===== config.mk =====
export PLATFORM = sky130hd
export DESIGN_NAME = cloud_billboard_point_generator_core
export DESIGN_NICKNAME = d
export VERILOG_FILES = /design/src/hdl/cbpg_pkg.sv /design/src/hdl/cbpg_front.sv /design/src/hdl/cbpg_queue.sv /design/src/hdl/cbpg_back.sv /design/src/hdl/cloud_billboard_point_generator_core.sv
export SDC_FILE = /design/constraint.sdc
export NUM_CORES = 2
export LEC_CHECK = 0
export BUFFER_PORTS_ARGS = -buffer_cell sky130_fd_sc_hd__buf_2
export CORE_MARGIN = 2
export CORE_UTILIZATION = 55
export DETAILED_ROUTE_END_ITERATION = 8
export HOLD_SLACK_MARGIN = 0.06
export PLACE_DENSITY_LB_ADDON = 0.08
export SLEW_MARGIN = 15
export SYNTH_ARGS = -nofsm -noshare
export SYNTH_HDL_FRONTEND = slang
export SYNTH_SLANG_ARGS = --single-unit

===== constraint.sdc =====
create_clock -name clk_i -period 19.2 [get_ports clk_i]
set_clock_uncertainty 0.05 [all_clocks]
set_input_delay 1.92 -clock clk_i [delete_from_list [all_inputs] [get_ports clk_i]]
set_output_delay 1.92 -clock clk_i [all_outputs]
set_load 0.01 [all_outputs]

===== src/hdl/cbpg_pkg.sv =====
`timescale 1ns / 1ps
package cbpg_pkg;

  localparam int unsigned QDepthDefault = 2;

  localparam logic [7:0]  ThrReset    = 8'd170;
  localparam logic [8:0]  BrightReset = 9'd256;
  localparam logic [24:0] ViewerReset = 25'd0;

  localparam logic [33:0] FarLimit  = 34'd262144;
  localparam logic [33:0] FadeStart = 34'd196608;
  localparam logic [13:0] LiftBase  = 14'd4864;
  localparam logic [15:0] RecipThree = 16'd43691;

  typedef enum logic [1:0] {
    CfgDensityThreshold = 2'd0,
    CfgBrightness       = 2'd1,
    CfgViewerHeight     = 2'd2
  } cfg_idx_e;

  typedef struct packed {
    logic [7:0]  density_threshold;
    logic [8:0]  brightness;
    logic [24:0] viewer_height_q8;
  } cfg_t;

  typedef struct packed {
    logic [15:0] pos_x;
    logic [15:0] base_height;
    logic [15:0] pos_z;
    logic [33:0] dist_sq;
    logic [7:0]  density;
  } in_item_t;

  typedef struct packed {
    logic [15:0] out_x;
    logic [24:0] out_height_q8;
    logic [15:0] out_z;
    logic [31:0] color;
    logic        last;
  } out_item_t;

  typedef struct packed {
    logic [15:0] x;
    logic [15:0] z;
    logic [24:0] h_first;
    logic [24:0] h_second;
    logic [31:0] col_first;
    logic [31:0] col_second;
  } pair_t;

  typedef struct packed {
    logic full;
    logic empty;
  } q_stat_t;

  function automatic logic [7:0] scale_ch(logic [8:0] base, logic [8:0] br);
    logic [17:0] prod;
    prod = base * br;
    scale_ch = (prod[17:16] != 2'b00) ? 8'd255 : prod[15:8];
  endfunction

endpackage


===== src/hdl/cbpg_front.sv =====
`timescale 1ns / 1ps
module cbpg_front (
  input  logic              clk_i,
  input  logic              rst_ni,
  input  cbpg_pkg::cfg_t    cfg_i,
  input  logic              in_valid_i,
  output logic              in_stall_o,
  input  cbpg_pkg::in_item_t in_data_i,
  output logic              push_valid_o,
  output cbpg_pkg::pair_t   push_data_o,
  input  cbpg_pkg::q_stat_t q_stat_i
);
  import cbpg_pkg::*;

  typedef struct packed {
    logic [15:0] x;
    logic [15:0] z;
    logic [15:0] base;
    logic [13:0] lift;
    logic [13:0] up;
    logic [12:0] down;
    logic [31:0] col_top;
    logic [31:0] col_bot;
  } stage_t;

  logic        stage_valid_q, stage_valid_d;
  stage_t      stage_q, stage_d;
  logic        in_xfer, reject, load;
  logic [7:0]  v;
  logic [18:0] rem;
  logic [23:0] lift_prod;
  logic [7:0]  ex;
  logic [23:0] third_prod;
  logic [14:0] third;
  logic [23:0] alpha_prod;
  logic [7:0]  alpha;
  logic [8:0]  inv;
  logic [9:0]  ta_sum, tb_sum;
  logic [8:0]  ta_base, tb_base, ba_base, bb_base;
  logic [7:0]  ta, tb, ba, bb;
  logic [24:0] h, top, bottom, down_ext;

  assign v = in_data_i.density;
  assign in_stall_o = stage_valid_q && q_stat_i.full;
  assign in_xfer = in_valid_i && !in_stall_o;
  assign reject = (v < cfg_i.density_threshold) || (in_data_i.dist_sq > FarLimit);
  assign load = in_xfer && !reject;

  // lift from distance
  assign rem = FarLimit[18:0] - in_data_i.dist_sq[18:0];
  assign lift_prod = rem * 5'd23;

  // density excess over 3 by reciprocal
  assign ex = v - cfg_i.density_threshold;
  assign third_prod = ex * RecipThree;
  assign third = third_prod[23:9];

  assign alpha_prod = v * rem[15:0];
  assign alpha = (in_data_i.dist_sq <= FadeStart) ? v : alpha_prod[23:16];

  assign inv = 9'd256 - {1'b0, v};
  assign ta_sum = 10'd218 + {2'b00, inv[8:1]};
  assign tb_sum = 10'd178 + {3'b000, inv[8:2]};
  assign ta_base = (ta_sum > 10'd255) ? 9'd255 : ta_sum[8:0];
  assign tb_base = (tb_sum > 10'd255) ? 9'd255 : tb_sum[8:0];
  assign ba_base = 9'd164 + inv;
  assign bb_base = 9'd148 + {1'b0, inv[8:1]};
  assign ta = scale_ch(ta_base, cfg_i.brightness);
  assign tb = scale_ch(tb_base, cfg_i.brightness);
  assign ba = scale_ch(ba_base, cfg_i.brightness);
  assign bb = scale_ch(bb_base, cfg_i.brightness);

  always_comb begin
    stage_d = stage_q;
    stage_valid_d = stage_valid_q && q_stat_i.full;
    if (load) begin
      stage_valid_d   = 1'b1;
      stage_d.x       = in_data_i.pos_x;
      stage_d.z       = in_data_i.pos_z;
      stage_d.base    = in_data_i.base_height;
      stage_d.lift    = LiftBase + lift_prod[23:10];
      stage_d.up      = third[14:1];
      stage_d.down    = third[14:2];
      stage_d.col_top = {alpha, tb, ta, ta};
      stage_d.col_bot = {alpha, bb, ba, ba};
    end
  end

  always_ff @(posedge clk_i or negedge rst_ni) begin
    if (!rst_ni) begin
      stage_valid_q <= 1'b0;
    end else begin
      stage_valid_q <= stage_valid_d;
    end
  end

  always_ff @(posedge clk_i) begin
    stage_q <= stage_d;
  end

  // final heights and emission order
  assign h = {1'b0, stage_q.base, 8'h00} + {11'd0, stage_q.lift};
  assign top = h + {11'd0, stage_q.up};
  assign down_ext = {12'd0, stage_q.down};
  assign bottom = (h > down_ext) ? (h - down_ext) : 25'd0;

  assign push_valid_o = stage_valid_q;

  always_comb begin
    push_data_o.x = stage_q.x;
    push_data_o.z = stage_q.z;
    if (h < cfg_i.viewer_height_q8) begin
      push_data_o.h_first    = top;
      push_data_o.h_second   = bottom;
      push_data_o.col_first  = stage_q.col_top;
      push_data_o.col_second = stage_q.col_bot;
    end else begin
      push_data_o.h_first    = bottom;
      push_data_o.h_second   = top;
      push_data_o.col_first  = stage_q.col_bot;
      push_data_o.col_second = stage_q.col_top;
    end
  end

endmodule


===== src/hdl/cbpg_queue.sv =====
`timescale 1ns / 1ps
module cbpg_queue #(
  parameter int unsigned Depth = cbpg_pkg::QDepthDefault
) (
  input  logic              clk_i,
  input  logic              rst_ni,
  input  logic              push_valid_i,
  input  cbpg_pkg::pair_t   push_data_i,
  input  logic              pop_i,
  output cbpg_pkg::pair_t   pop_data_o,
  output cbpg_pkg::q_stat_t q_stat_o
);
  import cbpg_pkg::*;

  localparam int unsigned PtrW = (Depth > 1) ? $clog2(Depth) : 1;
  localparam int unsigned CntW = $clog2(Depth + 1);

  pair_t            entries_q [Depth];
  logic [PtrW-1:0]  wptr_q, wptr_d, rptr_q, rptr_d;
  logic [CntW-1:0]  cnt_q, cnt_d;
  logic             do_push, do_pop;

  assign q_stat_o.full  = (cnt_q == CntW'(Depth));
  assign q_stat_o.empty = (cnt_q == '0);
  assign do_push = push_valid_i && !q_stat_o.full;
  assign do_pop  = pop_i && !q_stat_o.empty;
  assign pop_data_o = entries_q[rptr_q];

  always_comb begin
    wptr_d = wptr_q;
    rptr_d = rptr_q;
    cnt_d  = cnt_q;
    if (do_push) begin
      wptr_d = (wptr_q == PtrW'(Depth - 1)) ? '0 : wptr_q + 1'b1;
    end
    if (do_pop) begin
      rptr_d = (rptr_q == PtrW'(Depth - 1)) ? '0 : rptr_q + 1'b1;
    end
    if (do_push && !do_pop) begin
      cnt_d = cnt_q + 1'b1;
    end else if (!do_push && do_pop) begin
      cnt_d = cnt_q - 1'b1;
    end
  end

  always_ff @(posedge clk_i or negedge rst_ni) begin
    if (!rst_ni) begin
      wptr_q <= '0;
      rptr_q <= '0;
      cnt_q  <= '0;
    end else begin
      wptr_q <= wptr_d;
      rptr_q <= rptr_d;
      cnt_q  <= cnt_d;
    end
  end

  always_ff @(posedge clk_i) begin
    if (do_push) begin
      entries_q[wptr_q] <= push_data_i;
    end
  end

endmodule


===== src/hdl/cbpg_back.sv =====
`timescale 1ns / 1ps
module cbpg_back (
  input  logic                clk_i,
  input  logic                rst_ni,
  input  cbpg_pkg::q_stat_t   q_stat_i,
  input  cbpg_pkg::pair_t     pop_data_i,
  output logic                pop_o,
  output logic                out_valid_o,
  input  logic                out_stall_i,
  output cbpg_pkg::out_item_t out_data_o
);
  import cbpg_pkg::*;

  logic      out_valid_q, out_valid_d;
  logic      have_second_q, have_second_d;
  out_item_t out_q, out_d;
  out_item_t second_q, second_d;
  logic      advance;

  assign advance = !out_valid_q || !out_stall_i;
  assign pop_o = advance && !have_second_q && !q_stat_i.empty;

  always_comb begin
    out_valid_d   = out_valid_q;
    have_second_d = have_second_q;
    out_d         = out_q;
    second_d      = second_q;
    if (advance) begin
      if (have_second_q) begin
        out_d         = second_q;
        out_valid_d   = 1'b1;
        have_second_d = 1'b0;
      end else if (!q_stat_i.empty) begin
        out_d.out_x            = pop_data_i.x;
        out_d.out_z            = pop_data_i.z;
        out_d.out_height_q8    = pop_data_i.h_first;
        out_d.color            = pop_data_i.col_first;
        out_d.last             = 1'b0;
        second_d.out_x         = pop_data_i.x;
        second_d.out_z         = pop_data_i.z;
        second_d.out_height_q8 = pop_data_i.h_second;
        second_d.color         = pop_data_i.col_second;
        second_d.last          = 1'b1;
        out_valid_d            = 1'b1;
        have_second_d          = 1'b1;
      end else begin
        out_valid_d = 1'b0;
      end
    end
  end

  always_ff @(posedge clk_i or negedge rst_ni) begin
    if (!rst_ni) begin
      out_valid_q   <= 1'b0;
      have_second_q <= 1'b0;
    end else begin
      out_valid_q   <= out_valid_d;
      have_second_q <= have_second_d;
    end
  end

  always_ff @(posedge clk_i) begin
    out_q    <= out_d;
    second_q <= second_d;
  end

  assign out_valid_o = out_valid_q;
  assign out_data_o  = out_q;

endmodule


===== src/hdl/cloud_billboard_point_generator_core.sv =====
`timescale 1ns / 1ps
// an accepted texel goes through the front stage register, then a queue entry, then the output register
// each accepted texel yields two points; the output port emits one point per cycle unless out_stall_i holds it
// a rejected texel is taken at intake and gives no point
// reset: all valid flags and queue pointers cleared, density threshold 170,
// brightness 256, viewer height 0
module cloud_billboard_point_generator_core #(
  parameter int unsigned QDepth = cbpg_pkg::QDepthDefault
) (
  input  logic                clk_i,
  input  logic                rst_ni,
  input  logic                cfg_we_i,
  input  logic [1:0]          cfg_idx_i,
  input  logic [24:0]         cfg_data_i,
  input  logic                in_valid_i,
  output logic                in_stall_o,
  input  cbpg_pkg::in_item_t  in_data_i,
  output logic                out_valid_o,
  input  logic                out_stall_i,
  output cbpg_pkg::out_item_t out_data_o
);
  import cbpg_pkg::*;

  cfg_t    cfg_q, cfg_d;
  logic    push_valid, pop;
  pair_t   push_data, pop_data;
  q_stat_t q_stat;

  always_comb begin
    cfg_d = cfg_q;
    if (cfg_we_i) begin
      unique case (cfg_idx_i)
        CfgDensityThreshold: cfg_d.density_threshold = cfg_data_i[7:0];
        CfgBrightness:       cfg_d.brightness        = cfg_data_i[8:0];
        CfgViewerHeight:     cfg_d.viewer_height_q8  = cfg_data_i;
        default: ;
      endcase
    end
  end

  always_ff @(posedge clk_i or negedge rst_ni) begin
    if (!rst_ni) begin
      cfg_q.density_threshold <= ThrReset;
      cfg_q.brightness        <= BrightReset;
      cfg_q.viewer_height_q8  <= ViewerReset;
    end else begin
      cfg_q <= cfg_d;
    end
  end

  cbpg_front u_front (
    .clk_i        (clk_i),
    .rst_ni       (rst_ni),
    .cfg_i        (cfg_q),
    .in_valid_i   (in_valid_i),
    .in_stall_o   (in_stall_o),
    .in_data_i    (in_data_i),
    .push_valid_o (push_valid),
    .push_data_o  (push_data),
    .q_stat_i     (q_stat)
  );

  cbpg_queue #(
    .Depth (QDepth)
  ) u_queue (
    .clk_i        (clk_i),
    .rst_ni       (rst_ni),
    .push_valid_i (push_valid),
    .push_data_i  (push_data),
    .pop_i        (pop),
    .pop_data_o   (pop_data),
    .q_stat_o     (q_stat)
  );

  cbpg_back u_back (
    .clk_i       (clk_i),
    .rst_ni      (rst_ni),
    .q_stat_i    (q_stat),
    .pop_data_i  (pop_data),
    .pop_o       (pop),
    .out_valid_o (out_valid_o),
    .out_stall_i (out_stall_i),
    .out_data_o  (out_data_o)
  );

  // second point follows a first point transfer at once
  assert property (@(posedge clk_i) disable iff (!rst_ni)
    out_valid_o && !out_stall_i && !out_data_o.last |=> out_valid_o && out_data_o.last)
    else $error("second point missing");

  // after a last point the next shown point opens a new pair
  assert property (@(posedge clk_i) disable iff (!rst_ni)
    out_valid_o && !out_stall_i && out_data_o.last |=> !out_valid_o || !out_data_o.last)
    else $error("last point repeated");

  // intake only stalls on a full queue
  assert property (@(posedge clk_i) disable iff (!rst_ni)
    in_stall_o |-> q_stat.full && push_valid)
    else $error("intake stalled without full queue");

endmodule

==> results.md <==
* RD Place Congestion at 0.8888
* Register area share after synthesis at 0.4035
* RSZ-0062 raised after global routing: no
* Post-DP HPWL at 68.85 mm
* Leak Pwr at 19.94 nW
* Yosys cell types at 83
* Post-DRT Antenna Nets at 0
* # port buffers at 213
* Setup bufs post-CTS at 0
* Design area at 45880 um^2
* Share of cells above drive strength 1 at 0.1466
* Xor and xnor fraction of the mapped netlist area at 0.02879
* Max VDD drop at 0.0001688 V
* Fmax at 0.1045 GHz
* Top_reg_cell synth: edfxtp_1
* GRT Util Overall at 0.2432
* Reg clk slew, reported paths at 0.06 ns
* Initial DRC count at 1779
* Top delay family on crit path: adder cells
* Worst path required time at 19.58 ns
* Die ar. at 78550 um^2
* PostCTS Resize Cnt at 0
* WL met3 at 4.120 mm
* R2R Path Start: cfg_q[35]
* Synth Area in Simple Gates at 0.1060
* Root buffer cell: clkbuf_16
* Reg-to-reg endpoint: u_front.down_ext[12]
* Core Area at 75700 um^2
* Placed inst area at 44100 um^2
* Grt ovf at 0
* Avg WL per Cell at 18.95 um
* Die Ht at 280.3 um
* Post-synthesis mux area share at 0.06504
* YS warnings at 0
* Power, Total at 8.011 mW
* Mapped cell area at 41980 um^2
* Period utilisation layout at 0.4983
* Slew @ Worst Pin at 1.059 ns
* Avg Cell Area, Syn at 11.31 um^2
* Min-Delay Path Class: reg -> reg
* Synth Area in Adders at 0.2596
* Hold Slack at 0.3750 ns
* Top sig layer: met4
* Setup TNS at 0 ns
* Final worst path period need at 9.567 ns
* Post-synth EDFFs at 523
* H-tree levels at 2
* Levels on crit path at 29
* Critical path's largest stage delay at 0.52 ns
* Final Core Density at 0.6061
* Max_slew headroom at 0.2846
* CTS buffer count at 55
* CP arrival at 9.95 ns
* Synth Area in Compound Gates at 0.07383
* R2r worst-path depth at 25
* CP Launch Type: input port
* CP Buf/Inv Count at 5
* Count of hold-fix buffers inserted at cts at 0
* Initial Util at 0.5546
* Outcome: completed
* Total power per unit cell area at 174.6 nW/um^2
* Worst skew pair latency at 0.62 ns
* Crit Path Class: in -> reg
* Initial antenna violation count at 0
* Via count at 26910
* Crit path from: in_data_i[0]
* Nets at 4688
* Drt total wl at 93.17 mm
* Mapped Cells at 3713
* Largest family of logic cells by synthesized area: adder cells
* Filler cells at 6286
* Row count at 101
* R2R setup slack at 12.28 ns
* Num Clock Sinks at 572
* Vias in the first global route at 26970
* Final Slew Violations at 0
* Most frequent cells in the layout: 546 x inv_1, 523 x edfxtp_1, 345 x nand2_1
* 1st-pass router iterations at 6
* #FFs+latches synth at 572
* Worst-path maximum fanout at 24
* Bufs on Longest Clock Path at 3
* Slowest cell on crit path: fa_1
* Die Wd at 280.3 um
* Largest net degree at the start of global routing at 72
* Most common cell after layout, fill and taps aside: inv_1
* Asr flop ratio synth at 0.08566
* Routed vias/inst at 5.473
* I/O Pins at 214
* Global-route wire length before repair at 150.1 mm
* Endpoints failing setup at 0
* Hold Vio Cnt, Final at 0
* DR DRC count at 0
* M1 WL at 44.03 mm
* End point of the critical path: u_front.stage_q[43]
* Met2 wire length at 43.25 mm
* Area Growth Syn to Fin at 9.293%
* Max-cap violations at 0
* CP Capture Type: register
* CTS tree: done
sequential cells by signal (all words and copies together) (netlist names):
register and cells:
u_queue.entries_q 244, u_back.out_data_o 82, u_back.second_q 81, u_front.stage_q 71
cfg_q 42, u_front.push_data_o 32, u_front.down_ext 13, u_queue.cnt_q 2
u_back.have_second_q 1, u_back.out_valid_o 1, u_front.push_valid_o 1, u_queue.rptr_q 1
u_queue.wptr_q 1
worst min-delay path by stage:
stage	from	cells after the start	slack (ns)	to
3_5_place_dp	u_front.push_data_o[127]	0	0.38	u_queue.entries_q[0][127]
6_report	u_front.push_data_o[116]	0	0.38	u_queue.entries_q[1][116]
5_1_grt	u_front.push_data_o[116]	0	0.39	u_queue.entries_q[1][116]
2_1_floorplan	u_front.push_data_o[114]	0	0.37	u_queue.entries_q[0][114]
4_1_cts	u_front.push_data_o[116]	0	0.37	u_queue.entries_q[1][116]
3_3_place_gp	u_front.push_data_o[143]	0	0.37	u_queue.entries_q[0][143]
stage by stage:
stage / std cells / setup WS, ns
6_report: 4916 / 9.633
5_1_grt: 4914 / 8.883
4_1_cts: 4914 / 9.655
3_5_place_dp: 4814 / 9.047
3_3_place_gp: 4814 / 9.246
2_1_floorplan: 3729 / 7.485
worst register-to-register path: stages (launching register included):
cell	delay, ns
dfstp_2	0.51
inv_1	0.07
ha_1	0.27
nor2b_1	0.12
o21ai_0	0.23
a21boi_0	0.17
o21a_1	0.20
nor2_1	0.16
o21bai_1	0.09
a21oi_1	0.18
xnor2_1	0.24
ha_1	0.33
fa_1	0.52
inv_1	0.05
fa_1	0.49
inv_1	0.05
fa_1	0.44
ha_1	0.28
o21a_1	0.20
o21ai_0	0.21
o31a_1	0.21
o21ai_0	0.15
o41ai_1	0.66
nor3_1	0.14
a2111oi_0	0.48
xnor2_1	0.13
routing by layer:
metal	GRT usage	up-vias
met5	0	-
li1	-	12980
met4	0.05334	0
met3	0.02432	94
met2	0.3925	623
met1	0.3582	13210
where the power goes:
part | switching [mW] | leakage (nW) | internal [mW]
clock | 0.462 | 0.856 | 0.596
sequential | 0.0940 | 5.37 | 1.79
combinational | 2.88 | 13.7 | 2.19
total | 3.43 | 19.9 | 4.58
cell families after synthesis:
| family | Yosys count |
|---|---|
| other | 2 |
| XOR/XNOR | 138 |
| multiplexers | 248 |
| AO/OA/AOI/OAI | 488 |
| flip-flops | 572 |
| buffers and inverters | 696 |
| AND/OR/NAND/NOR | 896 |
| adder cells (fa/ha/maj) | 673 |
layout make-up:
type | count | area, um^2 | share of cell area
Tap cell | 978 | 1224 | 0.02667
Clock inverter | 35 | 354.1 | 0.007718
Antenna cell | 2 | 5.005 | 0.0001091
Clock buffer | 65 | 1414 | 0.03082
Multi-Input combinational cell | 2461 | 22510 | 0.4906
Sequential cell | 572 | 16950 | 0.3693
Timing Repair Buffer | 253 | 1366 | 0.02978
Inverter | 550 | 2066 | 0.04502
synth_stat cells (all sizes together), types with 18 or more instances:
library cell	count	share of area
inv	547	0.049
edfxtp	523	0.37
nand2	345	0.031
ha	343	0.10
fa	330	0.16
mux2	198	0.053
and2	152	0.023
o21ai	139	0.017
clkbuf	127	0.011
a21oi	124	0.015
nor2	119	0.011
xnor2	83	0.017
nand3	56	0.0067
xor2	55	0.011
mux2i	50	0.012
dfrtp	44	0.026
nand2b	43	0.0064
a21o	42	0.0075
nor3	39	0.0046
or3	22	0.0037
o21a	21	0.0038
a31oi	19	0.0028
buf	19	0.0025
nand4	19	0.0028
and3	18	0.0027
Power figures use the tool's default switching activity.
